<file path="config.mk">
export PLATFORM = sky130hd
export DESIGN_NAME = device_record_table_oldest_replace_flat
export DESIGN_NICKNAME = d
export VERILOG_FILES = /design/src/sv/drt_pkg.sv /design/src/sv/drt_if.sv /design/src/sv/device_record_table_oldest_replace.sv /design/src/flat_wrapper.sv
export SDC_FILE = /design/constraint.sdc
export NUM_CORES = 2
export LEC_CHECK = 0
export CORE_ASPECT_RATIO = 0.6
export CORE_MARGIN = 2
export CORE_UTILIZATION = 65
export CTS_CLUSTER_DIAMETER = 80
export DETAILED_ROUTE_END_ITERATION = 16
export DONT_BUFFER_PORTS = 1
export PLACE_DENSITY = 0.81
export SLEW_MARGIN = 30
export SYNTH_ARGS = -nofsm -noshare
export SYNTH_HDL_FRONTEND = slang
export SYNTH_SLANG_ARGS = --single-unit
</file>
<file path="constraint.sdc">
create_clock -name clock -period 19 [get_ports clock]
set_input_delay 1.9 -clock clock [delete_from_list [all_inputs] [get_ports clock]]
set_output_delay 1.9 -clock clock [all_outputs]
set_load 0.02 [all_outputs]
</file>
<file path="src/sv/drt_pkg.sv">
`timescale 1ns / 1ps
// Package for the device record table: sizes, record type and sequencer states.
package drt_pkg;

   localparam int ENTRIES    = 16;
   localparam int IDX_W      = (ENTRIES > 1) ? $clog2(ENTRIES) : 1;
   localparam int CNT_W      = $clog2(ENTRIES + 1);
   localparam int ADDR_W     = 56;
   localparam int STAMP_W    = 64;
   localparam int PRIO_W     = 8;
   localparam int STRENGTH_W = 8;
   localparam int SLOT_W     = 8;

   localparam logic MODE_INSERT = 1'b0;
   localparam logic MODE_QUERY  = 1'b1;

   localparam logic signed [STAMP_W-1:0] STAMP_MIN = {1'b1, {(STAMP_W-1){1'b0}}};
   localparam logic signed [STAMP_W-1:0] STAMP_MAX = {1'b0, {(STAMP_W-1){1'b1}}};

   typedef struct packed {
      logic signed [STAMP_W-1:0]    stamp;
      logic        [PRIO_W-1:0]     prio;
      logic signed [STRENGTH_W-1:0] strength;
   } record_type;

   typedef enum logic [2:0] {
      ST_IDLE,
      ST_SCAN_ADDR,
      ST_DECIDE,
      ST_SCAN_STAMP,
      ST_RESPOND
   } state_type;

endpackage

</file>
<file path="src/sv/drt_if.sv">
`timescale 1ns / 1ps
// Request and response channel interfaces of the device record table.
interface drt_req_if;
   import drt_pkg::*;
   logic                         valid;
   logic                         ready;
   logic                         mode;
   logic        [ADDR_W-1:0]     address;
   logic signed [STAMP_W-1:0]    stamp;
   logic        [PRIO_W-1:0]     prio;
   logic signed [STRENGTH_W-1:0] strength;
   modport source (output valid, mode, address, stamp, prio, strength, input ready);
   modport sink   (input valid, mode, address, stamp, prio, strength, output ready);
endinterface

interface drt_rsp_if;
   import drt_pkg::*;
   logic                      valid;
   logic                      ready;
   logic                      found;
   logic signed [STAMP_W-1:0] stamp_out;
   logic        [SLOT_W-1:0]  slot;
   logic        [SLOT_W-1:0]  oldest_slot;
   modport source (output valid, found, stamp_out, slot, oldest_slot, input ready);
   modport sink   (input valid, found, stamp_out, slot, oldest_slot, output ready);
endinterface

</file>
<file path="src/sv/device_record_table_oldest_replace.sv">
`timescale 1ns / 1ps
// Device record table keyed by link-layer address, oldest-timestamp replacement.
//
// req_chan carries one beat per item: mode (insert or query), address, stamp,
// prio and strength. rsp_chan returns exactly one beat per item: found,
// stamp_out, slot and oldest_slot, in item order.
// Records live in two synchronous memories (addresses; stamp, prio, strength).
// An item is taken in IDLE, then the address memory is read one entry a cycle
// until the first match or the fill count is reached. An insert writes its
// record in the decide cycle and then rescans the stamp memory one entry a
// cycle for the smallest stamp. A query's response waits on one memory read pass,
// an insert's on two. The next beat is taken in the cycle the response appears.
// The response sits in an output register, so the next beat is accepted while
// the previous response is still held; a stalled receiver holds the block only
// when a second response is ready to be issued.
// Synchronous reset empties the table (fill count and oldest index to zero) and
// drops any pending response; memory contents are not cleared.
module device_record_table_oldest_replace (
   input  logic      clock,
   input  logic      reset,
   drt_req_if.sink   req_chan,
   drt_rsp_if.source rsp_chan
);
   import drt_pkg::*;

   state_type state_ff, state_in;

   logic                         mode_ff;
   logic        [ADDR_W-1:0]     addr_ff;
   logic signed [STAMP_W-1:0]    stamp_ff;
   logic        [PRIO_W-1:0]     prio_ff;
   logic signed [STRENGTH_W-1:0] strength_ff;

   logic [CNT_W-1:0]          cnt_ff;
   logic [IDX_W-1:0]          oldest_ff;
   logic [CNT_W-1:0]          issue_ff;
   logic                      pend_ff;
   logic [IDX_W-1:0]          pend_idx_ff;
   logic                      hit_ff;
   logic [IDX_W-1:0]          hit_idx_ff;
   logic signed [STAMP_W-1:0] hit_stamp_ff;
   logic signed [STAMP_W-1:0] best_ff;
   logic [IDX_W-1:0]          best_idx_ff;
   logic [IDX_W-1:0]          wr_slot_ff;

   logic [ADDR_W-1:0] addr_mem [ENTRIES];
   record_type        rec_mem  [ENTRIES];
   logic [ADDR_W-1:0] addr_q;
   record_type        rec_q;

   logic                      rsp_valid_ff;
   logic                      rsp_found_ff;
   logic signed [STAMP_W-1:0] rsp_stamp_ff;
   logic [SLOT_W-1:0]         rsp_slot_ff;
   logic [SLOT_W-1:0]         rsp_oldest_ff;

   logic             accept;
   logic             issue_go;
   logic             match;
   logic             scan_done;
   logic             rd_en;
   logic             out_free;
   logic             wr_en;
   logic             addr_wr_en;
   logic [IDX_W-1:0] wr_idx;
   logic             append;

   assign issue_go  = issue_ff < cnt_ff;
   assign match     = pend_ff && (addr_q == addr_ff);
   assign scan_done = !issue_go && !pend_ff;
   assign out_free  = !rsp_valid_ff || rsp_chan.ready;
   assign accept    = req_chan.valid && req_chan.ready;
   assign append    = cnt_ff < CNT_W'(ENTRIES);

   always_comb begin
      state_in       = state_ff;
      req_chan.ready = 1'b0;
      rd_en          = 1'b0;
      wr_en          = 1'b0;
      addr_wr_en     = 1'b0;
      if (hit_ff) begin
         wr_idx = hit_idx_ff;
      end else if (append) begin
         wr_idx = cnt_ff[IDX_W-1:0];
      end else begin
         wr_idx = oldest_ff;
      end
      unique case (state_ff)
         ST_IDLE: begin
            req_chan.ready = 1'b1;
            if (req_chan.valid) state_in = ST_SCAN_ADDR;
         end
         ST_SCAN_ADDR: begin
            rd_en = issue_go;
            if (match || scan_done) state_in = ST_DECIDE;
         end
         ST_DECIDE: begin
            if (mode_ff == MODE_QUERY) begin
               state_in = ST_RESPOND;
            end else begin
               wr_en      = 1'b1;
               addr_wr_en = !hit_ff;
               state_in   = ST_SCAN_STAMP;
            end
         end
         ST_SCAN_STAMP: begin
            rd_en = issue_go;
            if (scan_done) state_in = ST_RESPOND;
         end
         ST_RESPOND: begin
            if (out_free) state_in = ST_IDLE;
         end
         default: state_in = ST_IDLE;
      endcase
   end

   always_ff @(posedge clock) begin
      if (reset) begin
         state_ff <= ST_IDLE;
      end else begin
         state_ff <= state_in;
      end
   end

   // address memory
   always_ff @(posedge clock) begin
      if (addr_wr_en) addr_mem[wr_idx] <= addr_ff;
      if (rd_en) addr_q <= addr_mem[issue_ff[IDX_W-1:0]];
   end

   // record memory
   always_ff @(posedge clock) begin
      if (wr_en) rec_mem[wr_idx] <= '{stamp: stamp_ff, prio: prio_ff, strength: strength_ff};
      if (rd_en) rec_q <= rec_mem[issue_ff[IDX_W-1:0]];
   end

   // item capture
   always_ff @(posedge clock) begin
      if (accept) begin
         mode_ff     <= req_chan.mode;
         addr_ff     <= req_chan.address;
         stamp_ff    <= req_chan.stamp;
         prio_ff     <= req_chan.prio;
         strength_ff <= req_chan.strength;
      end
   end

   // scan sequencer and table control
   always_ff @(posedge clock) begin
      if (reset) begin
         cnt_ff      <= '0;
         oldest_ff   <= '0;
         issue_ff    <= '0;
         pend_ff     <= 1'b0;
         hit_ff      <= 1'b0;
         hit_idx_ff  <= '0;
         best_idx_ff <= '0;
         wr_slot_ff  <= '0;
      end else begin
         unique case (state_ff)
            ST_IDLE: begin
               issue_ff <= '0;
               pend_ff  <= 1'b0;
               hit_ff   <= 1'b0;
            end
            ST_SCAN_ADDR: begin
               pend_ff     <= issue_go;
               pend_idx_ff <= issue_ff[IDX_W-1:0];
               if (issue_go) issue_ff <= issue_ff + CNT_W'(1);
               if (match) begin
                  hit_ff       <= 1'b1;
                  hit_idx_ff   <= pend_idx_ff;
                  hit_stamp_ff <= rec_q.stamp;
               end
            end
            ST_DECIDE: begin
               issue_ff    <= '0;
               pend_ff     <= 1'b0;
               best_ff     <= STAMP_MAX;
               best_idx_ff <= '0;
               if (mode_ff == MODE_INSERT) begin
                  wr_slot_ff <= wr_idx;
                  if (!hit_ff && append) cnt_ff <= cnt_ff + CNT_W'(1);
               end
            end
            ST_SCAN_STAMP: begin
               pend_ff     <= issue_go;
               pend_idx_ff <= issue_ff[IDX_W-1:0];
               if (issue_go) issue_ff <= issue_ff + CNT_W'(1);
               if (pend_ff && (rec_q.stamp < best_ff)) begin
                  best_ff     <= rec_q.stamp;
                  best_idx_ff <= pend_idx_ff;
               end
               if (scan_done) oldest_ff <= best_idx_ff;
            end
            ST_RESPOND: begin
            end
            default: begin
            end
         endcase
      end
   end

   // response register
   always_ff @(posedge clock) begin
      if (reset) begin
         rsp_valid_ff <= 1'b0;
      end else if (state_ff == ST_RESPOND && out_free) begin
         rsp_valid_ff <= 1'b1;
      end else if (rsp_chan.ready) begin
         rsp_valid_ff <= 1'b0;
      end
   end

   always_ff @(posedge clock) begin
      if (state_ff == ST_RESPOND && out_free) begin
         rsp_found_ff  <= hit_ff;
         rsp_oldest_ff <= SLOT_W'(oldest_ff);
         if (mode_ff == MODE_QUERY) begin
            rsp_stamp_ff <= hit_ff ? hit_stamp_ff : STAMP_MIN;
            rsp_slot_ff  <= hit_ff ? SLOT_W'(hit_idx_ff) : '0;
         end else begin
            rsp_stamp_ff <= stamp_ff;
            rsp_slot_ff  <= SLOT_W'(wr_slot_ff);
         end
      end
   end

   assign rsp_chan.valid       = rsp_valid_ff;
   assign rsp_chan.found       = rsp_found_ff;
   assign rsp_chan.stamp_out   = rsp_stamp_ff;
   assign rsp_chan.slot        = rsp_slot_ff;
   assign rsp_chan.oldest_slot = rsp_oldest_ff;

endmodule

</file>
<file path="src/flat_wrapper.sv">
// flat-port wrapper written by rule: the top's interface ports become plain ports
module device_record_table_oldest_replace_flat import drt_pkg::*;
  (clock, reset, req_chan_valid, req_chan_mode, req_chan_address, req_chan_stamp, req_chan_prio, req_chan_strength, req_chan_ready, rsp_chan_valid, rsp_chan_found, rsp_chan_stamp_out, rsp_chan_slot, rsp_chan_oldest_slot, rsp_chan_ready);
  drt_req_if req_chan_i ();
  drt_rsp_if rsp_chan_i ();
  input  logic clock;
  input  logic reset;
  input wire logic [$bits(req_chan_i.valid)-1:0] req_chan_valid;
  input wire logic [$bits(req_chan_i.mode)-1:0] req_chan_mode;
  input wire logic [$bits(req_chan_i.address)-1:0] req_chan_address;
  input wire logic [$bits(req_chan_i.stamp)-1:0] req_chan_stamp;
  input wire logic [$bits(req_chan_i.prio)-1:0] req_chan_prio;
  input wire logic [$bits(req_chan_i.strength)-1:0] req_chan_strength;
  output wire logic [$bits(req_chan_i.ready)-1:0] req_chan_ready;
  output wire logic [$bits(rsp_chan_i.valid)-1:0] rsp_chan_valid;
  output wire logic [$bits(rsp_chan_i.found)-1:0] rsp_chan_found;
  output wire logic [$bits(rsp_chan_i.stamp_out)-1:0] rsp_chan_stamp_out;
  output wire logic [$bits(rsp_chan_i.slot)-1:0] rsp_chan_slot;
  output wire logic [$bits(rsp_chan_i.oldest_slot)-1:0] rsp_chan_oldest_slot;
  input wire logic [$bits(rsp_chan_i.ready)-1:0] rsp_chan_ready;
  assign req_chan_i.valid = req_chan_valid;
  assign req_chan_i.mode = req_chan_mode;
  assign req_chan_i.address = req_chan_address;
  assign req_chan_i.stamp = req_chan_stamp;
  assign req_chan_i.prio = req_chan_prio;
  assign req_chan_i.strength = req_chan_strength;
  assign req_chan_ready = req_chan_i.ready;
  assign rsp_chan_valid = rsp_chan_i.valid;
  assign rsp_chan_found = rsp_chan_i.found;
  assign rsp_chan_stamp_out = rsp_chan_i.stamp_out;
  assign rsp_chan_slot = rsp_chan_i.slot;
  assign rsp_chan_oldest_slot = rsp_chan_i.oldest_slot;
  assign rsp_chan_i.ready = rsp_chan_ready;
  device_record_table_oldest_replace u_core (.clock(clock), .reset(reset), .req_chan(req_chan_i), .rsp_chan(rsp_chan_i));
endmodule
</file>
==> flow_summary.toml <==
[status]
status = "complete, no violations"

[place]
dp_hpwl_um = 105000
io_buffers = 0
routabilityCongestion = 0.774
dp_cells = 5704
dpl_cell_area_um2 = 93300

[floorplanning]
dieHeight_um = 293
die-width_um = 486
top_level_ports = 224
rows = 106
start_util_pct = 65.3
core-area_um2 = 139000
die_area_um2 = 143000

[timing]
rsz0062_at_grt = "no"
hold_viol_final = 0
min_period_over_period_pct = 26.0
fin_worst_skew_ns = 0.0457
min_period_ns = 4.94
worst_slew_pin_slew_ns = 1.04
slew_headroom_pct = 30.7
hold_slack_ns = 0.483
setup_viol = 0
setup_tns_ns = 0
slew_violations = 0
clock.fmax_mhz = 202

[synth]
synth_simple_gate_area_share_pct = 1.80
ys.flop_type = "edfxtp_1"
synth.mux.area_fraction_pct = 15.1
synth_area_um2 = 90600
yosys.area.top_type = "edfxtp_1"
synth_seq_area_share_pct = 79.1
synth_compound_area_share_pct = 1.10
synth_warnings = 0
synth_fa_ha_area_share_pct = 0.952
synth_edf_count = 2366
synthDistinctLibCells = 59
syn-instance-count = 3960
async_reset_ff_share_pct = 0
synth_xor_area_share_pct = 0.483
synth_top_family_by_area = "multiplexers"
syn_avg_cell_area_um2 = 22.9
synthTopCellsByArea = "edfxtp_1 78%, mux4_2 15%, ha_1 0.95%, dfxtp_1 0.71%, inv_1 0.62%"
ys_ff_latch = 2398
yosysTopAreaCellShare_pct = 78.4

[clock_network]
holdBufCountCts = 0
cts-root-buf = "clkbuf_16"
clock_latency_ns = 0.85
cts.clk_slew.worst_paths_ns = 0.07
htreeDepth = 4
cts_tree = "yes"
cts_buffers = 197
post_cts_buffers = 0
cts_resized = 0
clock-sinks = 2398
clockBufferDepth = 3

[power]
power_density_nw_per_um2 = 107
power_w = 0.0107
leakagePower_nw = 30.5
vdd_drop_max_mv = 0.116

[drt]
drc = 0
drt_wl_total_um = 216000
routed_via_density = 7.10
ant_nets = 0
drt_iter0_markers = 6932
via_count = 43100
dr.pass1.iters = 8
post_drt_wl_per_cell_um = 35.6

[cells_and_area]
area_growth_pct = 10.1
ff_latch_area_um2 = 71700
drive_gt1_share_pct = 24.1
stdcell_count = 6074
multi_input_area_um2 = 17900
final_nets = 4283
fillers = 7421
fin_area_um2 = 99800

[setup_path]
reg2reg_depth = 8
crit_start = "u_core.state_ff[2]"
cp_cell_sequence = "inv_2 > nand2_2 > buf_4 > or3_1 > nor2_1 > nand2_1 > nor2_4 > buf_4"
max_stage_delay_ns = 0.94
cp-start-kind = "flip-flop"
path_buf_inv = 3
cp.arrival_ns = 5.37
cp.depth = 8
path_common_cell = "buf_4"
reg2reg_slack_ns = 14.06
end_kind = "flip-flop"
endpoint = "u_core.rec_mem[3][21]"
crit_slowest_cell = "nor2_4"
crit_family = "simple AND/OR/NAND/NOR gates"
worst-setup-path-type = "reg -> reg"
required_ns = 19.43
r2r_start = "u_core.state_ff[2]"
crit_fanout = 70
r2r_end = "u_core.rec_mem[3][21]"

[grt]
grt_max_degree = 146
antenna_found_initial = 19
overflow = 0
grt.total_usage_pct = 30.9
grt_pass1_vias = 43900
grt_pass1_wl_um = 310000

[hold_path]
hold_path_startpoint = "u_core.rec_q[25]"
hold_path_class = "reg -> reg"

[run]
maxCapViolations = 0
[worst register-to-register path: stages (launching register included)]
cell and delay (ns):
dfxtp_1 0.49, inv_2 0.23, nand2_2 0.08, buf_4 0.40
or3_1 0.65, nor2_1 0.26, nand2_1 0.48, nor2_4 0.94
buf_4 0.95
[cells by family after synthesis]
logic type | count (synthesis)
flip-flops | 2398
multiplexers | 615
buffers and inverters | 340
AND/OR/NAND/NOR | 320
AO/OA/AOI/OAI | 167
adder cells (fa/ha/maj) | 69
XOR/XNOR | 50
other | 1
[worst min-delay path by stage]
stage / cells after the start / end / slack (ns)
detailed placement: 0 / u_core.hit_stamp_ff[9] / 0.47
CTS: 2 / u_core.best_idx_ff[1] / 0.48
global placement: 2 / u_core.best_idx_ff[0] / 0.46
global route: 0 / u_core.hit_stamp_ff[9] / 0.50
floorplan: 0 / u_core.rsp_chan.oldest_slot[0] / 0.43
finish: 0 / u_core.hit_stamp_ff[9] / 0.48
[synth_stat cells (all sizes together), types with 2 or more instances]
cell type and count:
or3 66, nor2 50, xnor2 21, a21boi 2, dfxtp 32, and3 6, nand2 104, mux4 600
a2111oi 2, ha 69, nand3 10, nand4 23, nor4 11, mux2i 15, a31oi 5, xor2 29
a21o 17, edfxtp 2366, o22ai 3, nor3 22, nand4b 8, nand2b 8, inv 151, and2 3
o21ai 82, or4 2, buf 70, o2111ai 2, nor2b 2, clkbuf 119, a311oi 2, a221oi 9
a21oi 36
[cells in the final DEF (no fill, tap or decap), types with 7 or more instances in the layout]
| master | n |
|---|---|
| a21o_1 | 17 |
| a21oi_1 | 34 |
| a221oi_1 | 8 |
| buf_12 | 7 |
| buf_16 | 9 |
| buf_4 | 76 |
| bufinv_16 | 19 |
| clkbuf_1 | 44 |
| clkbuf_16 | 202 |
| clkinv_1 | 46 |
| clkinv_2 | 27 |
| conb_1 | 8 |
| dfxtp_1 | 28 |
| diode_2 | 10 |
| edfxtp_1 | 2366 |
| ha_1 | 69 |
| inv_1 | 149 |
| mux2i_1 | 15 |
| mux4_2 | 600 |
| nand2_1 | 103 |
| nand2b_1 | 7 |
| nand3_1 | 10 |
| nand4_1 | 23 |
| nand4b_1 | 8 |
| nor2_1 | 32 |
| nor2_4 | 17 |
| nor3_2 | 18 |
| nor4_1 | 10 |
| o21ai_0 | 75 |
| or3_1 | 65 |
| xnor2_1 | 20 |
| xor2_1 | 29 |
[through the flow]
step	util [%]	setup WS [ns]
final	71.9	14.06
after global routing	71.8	14.01
after CTS	71.7	14.12
after detailed placement	67.2	14.19
after global placement	67.1	14.30
after floorplan	-	11.97
[report_power, final]
part / total, W / switching [W] / internal (W) / leakage (nW)
Sequential: 0.00629 / 0.000226 / 0.00607 / 21.5
Clock: 0.00407 / 0.00186 / 0.00221 / 3.06
Combinational: 0.000329 / 0.000226 / 0.000102 / 5.95
Total: 0.0107 / 0.00231 / 0.00838 / 30.5
[routing by layer]
layer / global-route usage (%) / vias up / routed length [um]
met4: 10.8 / 16 / 7110
met5: 0 / - / 98
li1: - / 16700 / -
met1: 45.5 / 22800 / 81700
met2: 46.8 / 3135 / 103000
met3: 7.02 / 452 / 24900
[flip-flops by register name, indices dropped and copies added (netlist names), 5 cells and up]
register,cells
u_core.addr_mem,896
u_core.hit_stamp_ff,64
u_core.addr_q,56
u_core.rsp_chan.stamp_out,64
u_core.best_ff,64
u_core.rec_mem,1024
u_core.cnt_ff,5
u_core.stamp_ff,64
u_core.addr_ff,56
u_core.rec_q,64
u_core.issue_ff,5
[area by class of cell]
type | instances | area share, %
flip-flops and latches | 2398 | 71.9
diodes | 10 | 0.0251
well taps | 1836 | 2.30
multi-input cells | 1229 | 17.9
repair buffers | 96 | 1.01
clock inverters | 108 | 1.09
clock buffers | 246 | 5.23
inverters | 151 | 0.568
(Power assumes the default switching activity.)
